`src/hdl/egcd_pkg.sv`:
```
// ----------------------------------------------------------------------------
// Extended GCD package
// Shared widths, sequencer states and the status bundle of the divide unit.
// ----------------------------------------------------------------------------
package egcd_pkg;

   localparam int DEFAULT_OPERAND_WIDTH = 31;
   localparam int COEFF_WIDTH           = 32;
   localparam int DIVISOR_WIDTH         = 31;

   typedef enum logic [1:0] {
      ST_IDLE,
      ST_CHECK,
      ST_DIVIDE
   } egcd_state_type;

   // Status of the shared divide / multiply-accumulate unit.
   typedef struct packed {
      logic active;
      logic done;
   } egcd_div_stat_type;

endpackage

```
`src/hdl/egcd_divmac.sv`:
```
// ----------------------------------------------------------------------------
// Extended GCD divide and multiply-accumulate unit
// Restoring division, one quotient bit per cycle, MSB first. Each quotient
// bit is folded into two running products q*a and q*b (Horner form).
// ----------------------------------------------------------------------------
module egcd_divmac
   import egcd_pkg::*;
#(
   parameter int OPERAND_WIDTH = DEFAULT_OPERAND_WIDTH
) (
   input  logic                     clock,
   input  logic                     reset,
   input  logic                     start,
   input  logic [OPERAND_WIDTH-1:0] dividend,
   input  logic [OPERAND_WIDTH-1:0] divisor,
   input  logic [COEFF_WIDTH-1:0]   mul_first,
   input  logic [COEFF_WIDTH-1:0]   mul_second,
   output egcd_div_stat_type        stat,
   output logic [OPERAND_WIDTH-1:0] remainder,
   output logic [COEFF_WIDTH-1:0]   prod_first,
   output logic [COEFF_WIDTH-1:0]   prod_second
);

   localparam int CNT_WIDTH = $clog2(OPERAND_WIDTH + 1);

   logic                     active_ff, active_in;
   logic                     done_ff, done_in;
   logic [CNT_WIDTH-1:0]     cnt_ff, cnt_in;
   logic [OPERAND_WIDTH-1:0] rem_ff, rem_in;
   logic [OPERAND_WIDTH-1:0] dvd_ff, dvd_in;
   logic [COEFF_WIDTH-1:0]   pa_ff, pa_in;
   logic [COEFF_WIDTH-1:0]   pb_ff, pb_in;

   logic [OPERAND_WIDTH:0]   trial;
   logic                     qbit;
   logic                     last_step;

   always_comb begin
      trial     = {rem_ff, dvd_ff[OPERAND_WIDTH-1]} - {1'b0, divisor};
      qbit      = ~trial[OPERAND_WIDTH];
      last_step = active_ff && (cnt_ff == CNT_WIDTH'(1));

      active_in = active_ff;
      done_in   = last_step;
      cnt_in    = cnt_ff;
      rem_in    = rem_ff;
      dvd_in    = dvd_ff;
      pa_in     = pa_ff;
      pb_in     = pb_ff;

      if (start) begin
         active_in = 1'b1;
         cnt_in    = CNT_WIDTH'(OPERAND_WIDTH);
         rem_in    = '0;
         dvd_in    = dividend;
         pa_in     = '0;
         pb_in     = '0;
      end else if (active_ff) begin
         cnt_in = cnt_ff - CNT_WIDTH'(1);
         dvd_in = {dvd_ff[OPERAND_WIDTH-2:0], 1'b0};
         if (qbit) begin
            rem_in = trial[OPERAND_WIDTH-1:0];
         end else begin
            rem_in = {rem_ff[OPERAND_WIDTH-2:0], dvd_ff[OPERAND_WIDTH-1]};
         end
         pa_in = {pa_ff[COEFF_WIDTH-2:0], 1'b0} + (qbit ? mul_first : '0);
         pb_in = {pb_ff[COEFF_WIDTH-2:0], 1'b0} + (qbit ? mul_second : '0);
         if (last_step) begin
            active_in = 1'b0;
         end
      end
   end

   always_ff @(posedge clock) begin
      if (reset) begin
         active_ff <= 1'b0;
         done_ff   <= 1'b0;
         cnt_ff    <= '0;
      end else begin
         active_ff <= active_in;
         done_ff   <= done_in;
         cnt_ff    <= cnt_in;
      end
   end

   always_ff @(posedge clock) begin
      rem_ff <= rem_in;
      dvd_ff <= dvd_in;
      pa_ff  <= pa_in;
      pb_ff  <= pb_in;
   end

   assign stat.active = active_ff;
   assign stat.done   = done_ff;
   assign remainder   = rem_ff;
   assign prod_first  = pa_ff;
   assign prod_second = pb_ff;

endmodule

```
`src/hdl/extended_gcd_bezout_core.sv`:
```
// ----------------------------------------------------------------------------
// Extended GCD core with Bezout coefficients
// Computes d = gcd(a, b) and x, y with a*x + b*y = d, one item at a time.
// ----------------------------------------------------------------------------
// Usage: an item (req_first_value, req_second_value) is taken at a rising
// edge where start is high and busy is low. busy then stays high until the
// result has been produced. The result appears on rsp_coeff_first,
// rsp_coeff_second and rsp_divisor_out for exactly one cycle, marked by
// rsp_valid; the receiver has no way to hold it off, so it must sample it.
// Rounds: an item takes R Euclid rounds (R = number of non-zero remainders
// met, including the second operand itself). Each round is a check step,
// a pass through the shared restoring divider (one quotient bit per cycle,
// which also accumulates q*x and q*y) and an update step. For 31-bit
// operands R is at most about 45; a zero second operand goes from the
// check step straight to the result.
// A new item may be started in the cycle in which rsp_valid is high.
// Reset (synchronous, active high) returns the sequencer to idle and drops
// busy and rsp_valid; any item in progress is abandoned.
// Coefficients are kept modulo 2^32, which gives exact values for 31-bit
// operands; wider operands produce truncated results.
// ----------------------------------------------------------------------------
module extended_gcd_bezout_core
   import egcd_pkg::*;
#(
   parameter int OPERAND_WIDTH = DEFAULT_OPERAND_WIDTH
) (
   input  logic                          clock,
   input  logic                          reset,
   input  logic                          start,
   output logic                          busy,
   input  logic [OPERAND_WIDTH-1:0]      req_first_value,
   input  logic [OPERAND_WIDTH-1:0]      req_second_value,
   output logic                          rsp_valid,
   output logic signed [COEFF_WIDTH-1:0] rsp_coeff_first,
   output logic signed [COEFF_WIDTH-1:0] rsp_coeff_second,
   output logic [DIVISOR_WIDTH-1:0]      rsp_divisor_out
);

   // Sequencer state.
   egcd_state_type state_ff, state_in;

   // Euclid working registers: remainders and both coefficient sequences.
   logic [OPERAND_WIDTH-1:0] r_prev_ff, r_prev_in;
   logic [OPERAND_WIDTH-1:0] r_cur_ff, r_cur_in;
   logic [COEFF_WIDTH-1:0]   x_prev_ff, x_prev_in;
   logic [COEFF_WIDTH-1:0]   x_cur_ff, x_cur_in;
   logic [COEFF_WIDTH-1:0]   y_prev_ff, y_prev_in;
   logic [COEFF_WIDTH-1:0]   y_cur_ff, y_cur_in;

   // Result register.
   logic                     rsp_valid_ff, rsp_valid_in;
   logic [COEFF_WIDTH-1:0]   rsp_x_ff, rsp_x_in;
   logic [COEFF_WIDTH-1:0]   rsp_y_ff, rsp_y_in;
   logic [DIVISOR_WIDTH-1:0] rsp_d_ff, rsp_d_in;

   // Sequencer controls.
   logic accept;
   logic div_start;
   logic finish;
   logic update;

   // Shared unit interface.
   egcd_div_stat_type        div_stat;
   logic [OPERAND_WIDTH-1:0] div_rem;
   logic [COEFF_WIDTH-1:0]   prod_x;
   logic [COEFF_WIDTH-1:0]   prod_y;

   // The divider reads r_cur, x_cur and y_cur live; they hold still while
   // the sequencer waits in the divide state.
   egcd_divmac #(
      .OPERAND_WIDTH (OPERAND_WIDTH)
   ) u_divmac (
      .clock       (clock),
      .reset       (reset),
      .start       (div_start),
      .dividend    (r_prev_ff),
      .divisor     (r_cur_ff),
      .mul_first   (x_cur_ff),
      .mul_second  (y_cur_ff),
      .stat        (div_stat),
      .remainder   (div_rem),
      .prod_first  (prod_x),
      .prod_second (prod_y)
   );

   // Next state.
   always_comb begin
      state_in = state_ff;
      unique case (state_ff)
         ST_IDLE: begin
            if (start) begin
               state_in = ST_CHECK;
            end
         end
         ST_CHECK: begin
            if (r_cur_ff == '0) begin
               state_in = ST_IDLE;
            end else begin
               state_in = ST_DIVIDE;
            end
         end
         ST_DIVIDE: begin
            if (div_stat.done) begin
               state_in = ST_CHECK;
            end
         end
         default: begin
            state_in = ST_IDLE;
         end
      endcase
   end

   // Sequencer outputs.
   always_comb begin
      busy      = 1'b1;
      accept    = 1'b0;
      div_start = 1'b0;
      finish    = 1'b0;
      update    = 1'b0;
      unique case (state_ff)
         ST_IDLE: begin
            busy   = 1'b0;
            accept = start;
         end
         ST_CHECK: begin
            finish    = (r_cur_ff == '0);
            div_start = (r_cur_ff != '0);
         end
         ST_DIVIDE: begin
            update = div_stat.done;
         end
         default: begin
            busy = 1'b1;
         end
      endcase
   end

   // Datapath: load on accept, shift one Euclid round on update. The new
   // coefficients are old - q*cur, with q*cur built by the divider.
   always_comb begin
      r_prev_in = r_prev_ff;
      r_cur_in  = r_cur_ff;
      x_prev_in = x_prev_ff;
      x_cur_in  = x_cur_ff;
      y_prev_in = y_prev_ff;
      y_cur_in  = y_cur_ff;
      if (accept) begin
         r_prev_in = req_first_value;
         r_cur_in  = req_second_value;
         x_prev_in = COEFF_WIDTH'(1);
         x_cur_in  = '0;
         y_prev_in = '0;
         y_cur_in  = COEFF_WIDTH'(1);
      end else if (update) begin
         r_prev_in = r_cur_ff;
         r_cur_in  = div_rem;
         x_prev_in = x_cur_ff;
         x_cur_in  = x_prev_ff - prod_x;
         y_prev_in = y_cur_ff;
         y_cur_in  = y_prev_ff - prod_y;
      end
   end

   // Result capture when the remainder sequence reaches zero.
   always_comb begin
      rsp_valid_in = finish;
      rsp_x_in     = rsp_x_ff;
      rsp_y_in     = rsp_y_ff;
      rsp_d_in     = rsp_d_ff;
      if (finish) begin
         rsp_x_in = x_prev_ff;
         rsp_y_in = y_prev_ff;
         rsp_d_in = DIVISOR_WIDTH'(r_prev_ff);
      end
   end

   always_ff @(posedge clock) begin
      if (reset) begin
         state_ff     <= ST_IDLE;
         rsp_valid_ff <= 1'b0;
      end else begin
         state_ff     <= state_in;
         rsp_valid_ff <= rsp_valid_in;
      end
   end

   always_ff @(posedge clock) begin
      r_prev_ff <= r_prev_in;
      r_cur_ff  <= r_cur_in;
      x_prev_ff <= x_prev_in;
      x_cur_ff  <= x_cur_in;
      y_prev_ff <= y_prev_in;
      y_cur_ff  <= y_cur_in;
      rsp_x_ff  <= rsp_x_in;
      rsp_y_ff  <= rsp_y_in;
      rsp_d_ff  <= rsp_d_in;
   end

   assign rsp_valid        = rsp_valid_ff;
   assign rsp_coeff_first  = $signed(rsp_x_ff);
   assign rsp_coeff_second = $signed(rsp_y_ff);
   assign rsp_divisor_out  = rsp_d_ff;

   // A result is only shown once the sequencer is back in idle.
   assert property (@(posedge clock) disable iff (reset) rsp_valid |-> !busy)
      else $error("result strobe while the core is busy");

   // An accepted item always makes the core busy in the next cycle.
   assert property (@(posedge clock) disable iff (reset) (start && !busy) |=> busy)
      else $error("item accepted but core not busy");

   // The divider is never restarted while a division is running.
   assert property (@(posedge clock) disable iff (reset) div_start |-> !div_stat.active)
      else $error("divider restarted while active");

   // A finished division leaves a remainder below the divisor.
   assert property (@(posedge clock) disable iff (reset) div_stat.done |-> (div_rem < r_cur_ff))
      else $error("remainder not below divisor");

endmodule

```
`config.mk`:
```
export PLATFORM = sky130hd
export DESIGN_NAME = extended_gcd_bezout_core
export DESIGN_NICKNAME = d
export VERILOG_FILES = /design/src/hdl/egcd_pkg.sv /design/src/hdl/egcd_divmac.sv /design/src/hdl/extended_gcd_bezout_core.sv
export SDC_FILE = /design/constraint.sdc
export NUM_CORES = 1
export LEC_CHECK = 0
export ABC_AREA = 1
export BUFFER_PORTS_ARGS = -buffer_cell sky130_fd_sc_hd__buf_4
export CORE_UTILIZATION = 50
export CTS_CLUSTER_DIAMETER = 60
export DETAILED_ROUTE_END_ITERATION = 10
export GPL_ROUTABILITY_DRIVEN = 1
export PLACE_DENSITY = 0.68
export SYNTH_ARGS = -nofsm -noshare
export SYNTH_HDL_FRONTEND = slang
export SYNTH_SLANG_ARGS = --single-unit
```
`constraint.sdc`:
```
create_clock -name clock -period 11.18 [get_ports clock]
set_input_delay 0.559 -clock clock [delete_from_list [all_inputs] [get_ports clock]]
set_output_delay 0.559 -clock clock [all_outputs]
set_load 0.005 [all_outputs]
```
Yosys cells after proc, flatten, opt, wreduce, memory -nomap -nowiden
Index checks and enable logic that the tools add are counted.
W data, S select, Z words.
{"block": "totals", "regBits": 421, "in_bits": 65, "out_inout_bits": 97, "wordCells": 59}
{"block": "classes", "addsub": 6, "n_eq_ne": 5, "muxes": 23, "reduce_logical": 7}
{"cell": "$mux W31", "n": 7}
{"cell": "$add A32 B32 Y32", "n": 2}
{"cell": "$mux W32", "n": 2}
{"cell": "$sub A32 B32 Y32", "n": 2}
{"cell": "$sub A32 B31 Y32", "n": 1}
{"cell": "$logic_not A31 Y1", "n": 1}
{"cell": "$reduce_bool A31 Y1", "n": 1}
{"cell": "$mux W5", "n": 2}
{"cell": "$mux W1", "n": 8}
{"cell": "$mux W2", "n": 3}
{"cell": "$pmux W2 S3", "n": 1}
{"cell": "$eq A5 B1 Y1 const B", "n": 1}
{"cell": "$sub A5 B1 Y5 const B", "n": 1}
{"cell": "$reduce_bool A2 Y1", "n": 2}
{"cell": "$eq A2 B1 Y1 const B", "n": 1}
{"cell": "$eq A2 B2 Y1 const B", "n": 1}
{"cell": "$logic_not A2 Y1", "n": 1}
{"cell": "$ne A2 B1 Y1 const B", "n": 1}
{"cell": "$ne A2 B2 Y1 const B", "n": 1}
{"cell": "$reduce_and A2 Y1", "n": 1}
{"cell": "$logic_and A1 B1 Y1", "n": 1}

Depth between registers and ports, before layout
Gate-level depths: netlist of run 1.
{"block": "depth", "depth_word": 5, "ltp_mapped": 30, "mapped_depth_nobuf": 28}

Hierarchy
From an unflattened synthesis of run 1, not the netlist that was laid out.
{"block": "hier_totals", "cells_unflattened": 3734, "hier_area_um2": 26093.8}
{"mod": "extended_gcd_bezout_core", "n_inst": 1, "cells_per_inst": 2055, "area_each_um2": 15344.7, "seq_area_each_um2": 7337.0}
{"mod": "egcd_divmac", "n_inst": 1, "cells_per_inst": 1679, "area_each_um2": 10749.1, "seq_area_each_um2": 2972.9}

Worst setup path before layout of run 1
No wires, ideal clock.
{"block": "synth_path", "path_kind": "register -> register", "startpoint": "register r_cur_ff[1]", "endpoint": "register rsp_x_ff[0], in the netlist rsp_coeff_first[0] (enable)", "setup_ns": 0.666, "arrival_ns": 7.411, "required_time_ns": 10.514, "path_slack_ns": 3.103, "path_stages_with_launch": 6, "path_buffers": 0, "synth_period_minus_slack_ns": 8.077, "cell_sequence": "edfxtp_1 > nor2_1 > nand3_1 > nor4_1 > nand2_1 > nor3_1"}
{"block": "synth_via", "elab_chain_len": 2}
{"item": "from (decl)", "line_no": "extended_gcd_bezout_core.sv:44", "text": "logic [OPERAND_WIDTH-1:0] r_cur_ff, r_cur_in;"}
{"item": "from (signal assigned)", "line_no": "extended_gcd_bezout_core.sv:189", "text": "r_cur_ff <= r_cur_in;"}
{"item": "$logic_not A31 Y1", "line_no": "extended_gcd_bezout_core.sv:126", "text": "finish = (r_cur_ff == '0);"}
{"item": "$mux W1", "line_no": "extended_gcd_bezout_core.sv:120", "text": "unique case (state_ff)"}
{"item": "named net finish", "line_no": "extended_gcd_bezout_core.sv:59", "text": "logic finish;"}
{"item": "to (signal assigned)", "line_no": "extended_gcd_bezout_core.sv:194", "text": "rsp_x_ff <= rsp_x_in;"}
{"item": "to (decl)", "line_no": "extended_gcd_bezout_core.sv:52", "text": "logic [COEFF_WIDTH-1:0] rsp_x_ff, rsp_x_in;"}
The timed path passes the listed nets, and every way through them passes these cells.
A chain may end at the register's enable or synchronous reset.

Final worst setup path of run 1
{"block": "layout_path", "startpoint": "register r_cur_ff[18]", "endpoint": "register u_divmac.pb_ff[23], in the netlist u_divmac.prod_second[23]"}
{"block": "layout_via", "elab_chain_len": 3, "elab_cells_between_ends": 5, "classes_between": "2 x add/sub; 2 x mux; 1 x reduce/logical"}
{"item": "$sub A32 B31 Y32", "line_no": "egcd_divmac.sv:39", "text": "trial = {rem_ff, dvd_ff[OPERAND_WIDTH-1]} - {1'b0, divisor};"}
{"item": "$mux W32", "line_no": "egcd_divmac.sv:67", "text": "pb_in = {pb_ff[COEFF_WIDTH-2:0], 1'b0} + (qbit ? mul_second : '0);"}
{"item": "$add A32 B32 Y32", "line_no": "egcd_divmac.sv:67"}
{"item": "to (signal assigned)", "line_no": "egcd_divmac.sv:90", "text": "pb_ff <= pb_in;"}
{"item": "to (decl)", "line_no": "egcd_divmac.sv:32", "text": "logic [COEFF_WIDTH-1:0] pb_ff, pb_in;"}
Parallel ways exist; a longest one is shown, timed or not.

==> impl_metrics.py, run 1 <==
metrics = {
    "hold_path": {
        "holdCritStartpoint": "reset",
        "hold_path_end": "state_ff[0]",
        "holdPathStages": 2,
        "min_path_type": "in -> reg",
    },
    "routing": {
        "vias_per_cell": 5.50,
        "ant_nets": 0,
        "drt_iter0_drc": 1803,
        "vias": 22000,
        "detail_route.wl_per_cell_um": 17.9,
        "first_pass_iters": 5,
        "drc_errors": 0,
        "route.final.wire_length_mm": 71.4,
    },
    "finish": {
        "layout-drive-gt1-share_pct": 8.82,
        "layoutNonFillerInstCount": 3993,
        "mostFrequentLayoutCell": "nand2_1",
        "n_fill_cell": 4488,
        "nets": 3561,
        "synthToLayoutAreaGrowth_pct": 14.0,
        "layout_common_cells": "697 x nand2_1, 458 x inv_1, 320 x o21ai_0, 286 x a21oi_1, 258 x nor2_1",
        "utilization_pct": 58.1,
    },
    "floorplan": {
        "core_area_um2": 48000,
        "die_h_um": 223,
        "ioPinCount": 162,
        "rows": 80,
        "die_area_um2": 49800,
        "dieWidth_um": 223,
        "start_util_pct": 50.9,
    },
    "worst_setup_path": {
        "r2r_slack_ps": 6120,
        "reg2reg_depth": 21,
        "endpoint_kind": "register",
        "regToRegEndpoint": "u_divmac.prod_second[23]",
        "crit_fanout": 73,
        "crit_chain": "inv_1 -> ha_1 -> a21oi_1 -> nand2_1 -> nand2_1 -> nand2_1 -> a21oi_4 -> nand3_2 -> nand2_2 -> buf_4 -> nor2_1 -> ha_1 -> fa_1 -> nand3_1 -> nand2_1 -> a21boi_1 -> o21ai_0 -> a21oi_1 -> inv_1 -> o21ai_0 -> o21ai_0",
        "cp_top_family": "compound AO/OA/AOI/OAI gates",
        "cp.required_ps": 11640,
        "cp.arrival_ps": 5510,
        "critPathMaxStageDelay_ps": 730,
        "critPathLaunchType": "register",
        "r2r_start": "r_cur_ff[18]",
        "path_common_cell": "nand2_1",
        "crit_type": "reg -> reg",
        "worst-path-buf-inv": 3,
        "slowest_stage": "buf_4",
    },
    "yosys": {
        "synth_edf_count": 188,
        "synth.area.top_cells": "edfxtp_1 23%, dfxtp_1 19%, nand2_1 11%, ha_1 7.9%, inv_1 7.0%",
        "netlist_instances": 3207,
        "yosys.area.top_type": "edfxtp_1",
        "syn-cell-area_um2": 24500,
        "async_flop_share_pct": 0,
        "synth_warnings": 0,
        "synth_seq_cells": 421,
        "synthFlopType": "dfxtp_1",
        "synth.distinct_cells": 49,
        "synth_top_area_share_pct": 23.1,
        "yosysSeqAreaShare_pct": 42.1,
        "syn_nets": 3432,
        "synth_area_per_cell_um2": 7.63,
    },
    "timing": {
        "relSlewSlack_pct": 29.3,
        "worstMarginPinSlew_ps": 1060,
        "hold_viol_final": 0,
        "worst_slack_ps": 6120,
        "period_needed_ps": 5060,
        "setup_viol": 0,
        "fin_crit_sh_pct": 45.2,
        "fin_hold_ws_ps": 211,
        "slew_viol_final": 0,
        "rsz0062_at_grt": "false",
        "clock_skew_ps": 23.9,
        "tns_ps": 0,
        "max_freq_ghz": 0.198,
    },
    "placement": {
        "placed_cells": 3900,
        "numPortBuffers": 161,
        "dp_hpwl_mm": 53.1,
        "gp_congestion": 0.974,
        "dp_slack_ps": 6200,
    },
    "grt": {
        "grt_max_degree": 101,
        "grt_pass1_vias": 20400,
        "globalRouteTotalUtil_pct": 28.2,
        "antenna_found_initial": 3,
        "overflow": 0,
        "grt_pass1_wl_mm": 111,
    },
    "power_and_ir_drop": {
        "irDropWorstVdd_uv": 185,
        "p_leak_nw": 13.1,
        "powerDensity_nw_per_um2": 187,
    },
    "cts": {
        "postCtsHoldBufs": 0,
        "cts_buffers": 49,
        "cts-root-buf": "clkbuf_16",
        "clkTransAtPathRegs_ps": 70,
        "cts.sinks": 421,
        "clkLatencyLatePin_ps": 600,
        "ctsResizeCount": 0,
        "h-tree-depth": 2,
        "post_cts_buffers": 0,
        "cts_tree": "yes",
        "cts_buffer_depth": 3,
    },
    "run": {
        "maxCapViolCount": 0,
    },
    "run_status": {
        "status": "completed",
    },
}
-- metrics by stage --
step                area (um^2)  total power [W]
floorplan                 24500          0.00307
CTS                       27900          0.00524
finish                    27900          0.00522
global route              27900          0.00551
global placement          26100          0.00348
detailed placement        26100          0.00348
-- worst reg2reg max path: cells and delay by family (launching register included) --
kind	cells	cell delay (ps)
AOI/OAI and AO/OA	7	1610
adders and majority gates	3	950
buffers and inverters	3	910
DFF	1	350
and+or+nand+nor	8	1090
-- routing by layer --
| layer | GRT usage, % | share of wire, % | vias up | wire length (um) |
|---|---|---|---|---|
| met5 | 0 | 0.022 | - | 16 |
| met4 | 9.59 | 2.9 | 2 | 2100 |
| met3 | 3.91 | 5.9 | 126 | 4190 |
| met2 | 45.9 | 45 | 658 | 32400 |
| met1 | 38.4 | 46 | 10200 | 32700 |
| li1 | - | - | 11000 | - |
-- power by group --
group | switching [W] | internal, W | leakage [nW]
Sequential | 0.0000715 | 0.00175 | 3.58
Combinational | 0.00116 | 0.000496 | 8.67
Clock | 0.000681 | 0.00106 | 0.872
Total | 0.00192 | 0.00331 | 13.1
-- cells in the mapped netlist (29+ instances only) --
library cell,instances
nand4_1,31
nor2_1,258
inv_1,459
clkbuf_1,62
o211ai_1,52
nand2_1,699
dfxtp_1,233
nor3_1,29
xor2_1,52
o22ai_1,29
edfxtp_1,188
ha_1,155
a21oi_1,286
o21ai_0,320
nand3_1,135
-- cells by family after synthesis --
family	after synthesis	share of synthesized area, %
simple gates	1202	20.2
buf+inv	562	8.97
xor+xnor	70	2.51
flops	421	42.1
fa+ha+maj	160	8.33
compound gates	792	17.8
-- worst max-delay path by stage --
stage	from	end	slack [ps]	cells after the start
2_1_floorplan	r_cur_ff[1]	rsp_coeff_first[0]	3100	5
3_3_place_gp	r_cur_ff[18]	u_divmac.prod_second[27]	6410	23
3_5_place_dp	r_cur_ff[18]	u_divmac.prod_second[23]	6200	21
4_1_cts	r_cur_ff[18]	u_divmac.prod_second[23]	6190	21
5_1_grt	r_cur_ff[21]	u_divmac.prod_second[23]	5730	22
6_report	r_cur_ff[18]	u_divmac.prod_second[23]	6120	21
-- state kept, by name, indices dropped and copies added, names as in the netlist, 5 cells and up --
name	cells
u_divmac.dvd_ff	31
x_prev_ff	32
y_prev_ff	32
rsp_divisor_out	31
u_divmac.prod_second	32
y_cur_ff	32
r_prev_ff	31
u_divmac.cnt_ff	5
r_cur_ff	31
x_cur_ff	32
u_divmac.prod_first	32
rsp_coeff_second	32
u_divmac.remainder	31
rsp_coeff_first	32
-- final cells by class --
cell class | instances | area, um^2 | share of cell area, %
timing repair buffer | 172 | 1290 | 4.63
multi-input combinational | 2224 | 12000 | 43.0
clock buffer | 62 | 1370 | 4.90
tap | 615 | 769 | 2.76
sequential | 421 | 10300 | 37.0
clock inverter | 30 | 398 | 1.43
inverter | 468 | 1760 | 6.31
antenna | 1 | 2.50 | 0.00897
Power figures use the tool's default switching activity.
==> inputs of run 2 (changes only) <==
==> constraint.sdc (replaced) <==
create_clock -name clock -period 5 [get_ports clock]
set_input_delay 0.25 -clock clock [delete_from_list [all_inputs] [get_ports clock]]
set_output_delay 0.25 -clock clock [all_outputs]
set_load 0.005 [all_outputs]
==> run 2 against run 1 <==
Net effect: setup slack got worse by 5500 ps; clock power rose by 110%; non-clock buffer count rose by 50; critical endpoint is now u_divmac.prod_first[25]; maximum frequency rose by 15%; die area did not move; power rose by 120%.
==> impl_metrics.py, run 2 (synthesis gave the netlist of run 1 again) <==
metrics = {
    "worst_setup_path": {
        "cp.arrival_ps": 4830,
        "critPathMaxStageDelay_ps": 380,
        "r2r_slack_ps": 610,
        "regToRegEndpoint": "u_divmac.prod_first[25]",
        "crit_path_end": "u_divmac.prod_first[25]",
        "reg2reg_depth": 25,
        "cp.required_ps": 5430,
        "crit_start": "r_cur_ff[18]",
        "slowest_stage": "o21ai_1",
        "endpoint_kind": "register",
        "path_common_cell": "nand2_1",
        "crit_type": "reg -> reg",
        "r2r_start": "r_cur_ff[18]",
        "crit_fanout": 29,
        "critPathLaunchType": "register",
    },
    "routing": {
        "vias": 22400,
        "ant_nets": 0,
        "drc_errors": 0,
        "drt_iter0_drc": 1829,
        "first_pass_iters": 6,
        "vias_per_cell": 5.53,
        "detail_route.wl_per_cell_um": 18.1,
        "route.final.wire_length_mm": 73.0,
    },
    "placement": {
        "gp_congestion": 1.01,
        "dp_hpwl_mm": 54.2,
        "numPortBuffers": 161,
    },
    "floorplan": {
        "die_area_um2": 49800,
        "die_h_um": 223,
        "core_area_um2": 48000,
        "start_util_pct": 50.9,
        "dieWidth_um": 223,
        "ioPinCount": 162,
        "rows": 80,
    },
    "timing": {
        "clock_skew_ps": 22.4,
        "tns_ps": 0,
        "worstMarginPinSlew_ps": 1030,
        "relSlewSlack_pct": 31.5,
        "hold_viol_final": 0,
        "slew_viol_final": 0,
        "setup_viol": 0,
        "fin_crit_sh_pct": 87.9,
        "rsz0062_at_grt": "false",
        "max_freq_ghz": 0.228,
        "fin_hold_ws_ps": 27.0,
        "period_needed_ps": 4390,
    },
    "grt": {
        "grt_pass1_vias": 21200,
        "antenna_found_initial": 0,
        "globalRouteTotalUtil_pct": 29.0,
        "grt_pass1_wl_mm": 114,
        "overflow": 0,
        "grt_max_degree": 101,
    },
    "hold_path": {
        "min_path_type": "in -> reg",
    },
    "finish": {
        "nets": 3611,
        "seq_area_um2": 10300,
        "n_fill_cell": 4429,
        "multi_input_area_um2": 12000,
        "layout-drive-gt1-share_pct": 8.55,
        "mostFrequentLayoutCell": "nand2_1",
        "synthToLayoutAreaGrowth_pct": 15.3,
        "diodes": 0,
        "layout_common_cells": "697 x nand2_1, 458 x inv_1, 320 x o21ai_0, 286 x a21oi_1, 258 x nor2_1",
    },
    "cts": {
        "postCtsHoldBufs": 43,
        "cts_buffers": 49,
        "cts.sinks": 421,
        "h-tree-depth": 2,
        "cts_buffer_depth": 3,
        "ctsResizeCount": 0,
        "cts-root-buf": "clkbuf_16",
        "post_cts_buffers": 0,
        "clkLatencyLatePin_ps": 590,
        "clkTransAtPathRegs_ps": 60,
        "cts_tree": "yes",
    },
    "power_and_ir_drop": {
        "powerDensity_nw_per_um2": 405,
        "power_frac_seq_pct": 35.7,
        "p_sw_w": 0.00425,
        "p_leak_nw": 13.2,
        "irDropWorstVdd_uv": 309,
        "switching_share_pct": 37.2,
        "clkPwrFrac_pct": 31.6,
        "pwr-share-comb_pct": 32.7,
        "internal-power_w": 0.00719,
    },
    "run_status": {
        "status": "completed",
    },
    "run": {
        "maxCapViolCount": 0,
    },
}
run 2: how the worst min path moves through the flow:
stage | startpoint | endpoint | depth (start not counted)
CTS | req_first_value[9] | r_prev_ff[9] | 3
global placement | y_prev_ff[0] | rsp_coeff_second[0] | 0
finish | req_first_value[9] | r_prev_ff[9] | 3
global route | req_first_value[16] | r_prev_ff[16] | 3
floorplan | y_prev_ff[0] | rsp_coeff_second[0] | 0
detailed placement | y_prev_ff[0] | rsp_coeff_second[0] | 0
run 2: area by class of cell:
type / instances / area share (%)
repair buffers: 222 / 6.29
flip-flops and latches: 421 / 36.5
inverters: 468 / 6.24
multi-input cells: 2224 / 42.5
clock inverters: 27 / 1.04
clock buffers: 64 / 4.66
well taps: 615 / 2.73
run 2: power groups by stage:
stage               Combinational (W)  Clock, W  Sequential, W
floorplan                     0.00278         0        0.00409
global placement              0.00363         0        0.00414
detailed placement            0.00365         0        0.00415
CTS                           0.00371   0.00366        0.00408
global route                  0.00417   0.00381        0.00411
finish                        0.00374   0.00362        0.00408
run 2: per-layer routing:
layer | global-route usage [%] | vias to the layer above | wire [um]
met5 | 0 | - | 0
met4 | 7.45 | 0 | 1620
met3 | 3.56 | 118 | 4260
met2 | 47.7 | 663 | 33100
met1 | 40.3 | 10500 | 34000
li1 | - | 11100 | -
run 2: through the flow:
stage	util [%]	setup slack, ps	total power [W]	instances	cell area (um^2)
detailed placement	54.5	724	0.00780	3907	26200
floorplan	-	1290	0.00687	3207	24500
global placement	54.5	771	0.00777	3907	26200
CTS	58.7	671	0.0114	4041	28200
finish	58.7	606	0.0114	4041	28200
global route	58.7	200	0.0121	4041	28200
run 2: critical path, delay by kind of cell, from the launching register on:
kind	cells	cell delay, ps
AOI/OAI and AO/OA	6	1140
DFF	1	360
and+or+nand+nor	13	1490
adders and majority gates	2	650
buffers and inverters	4	600
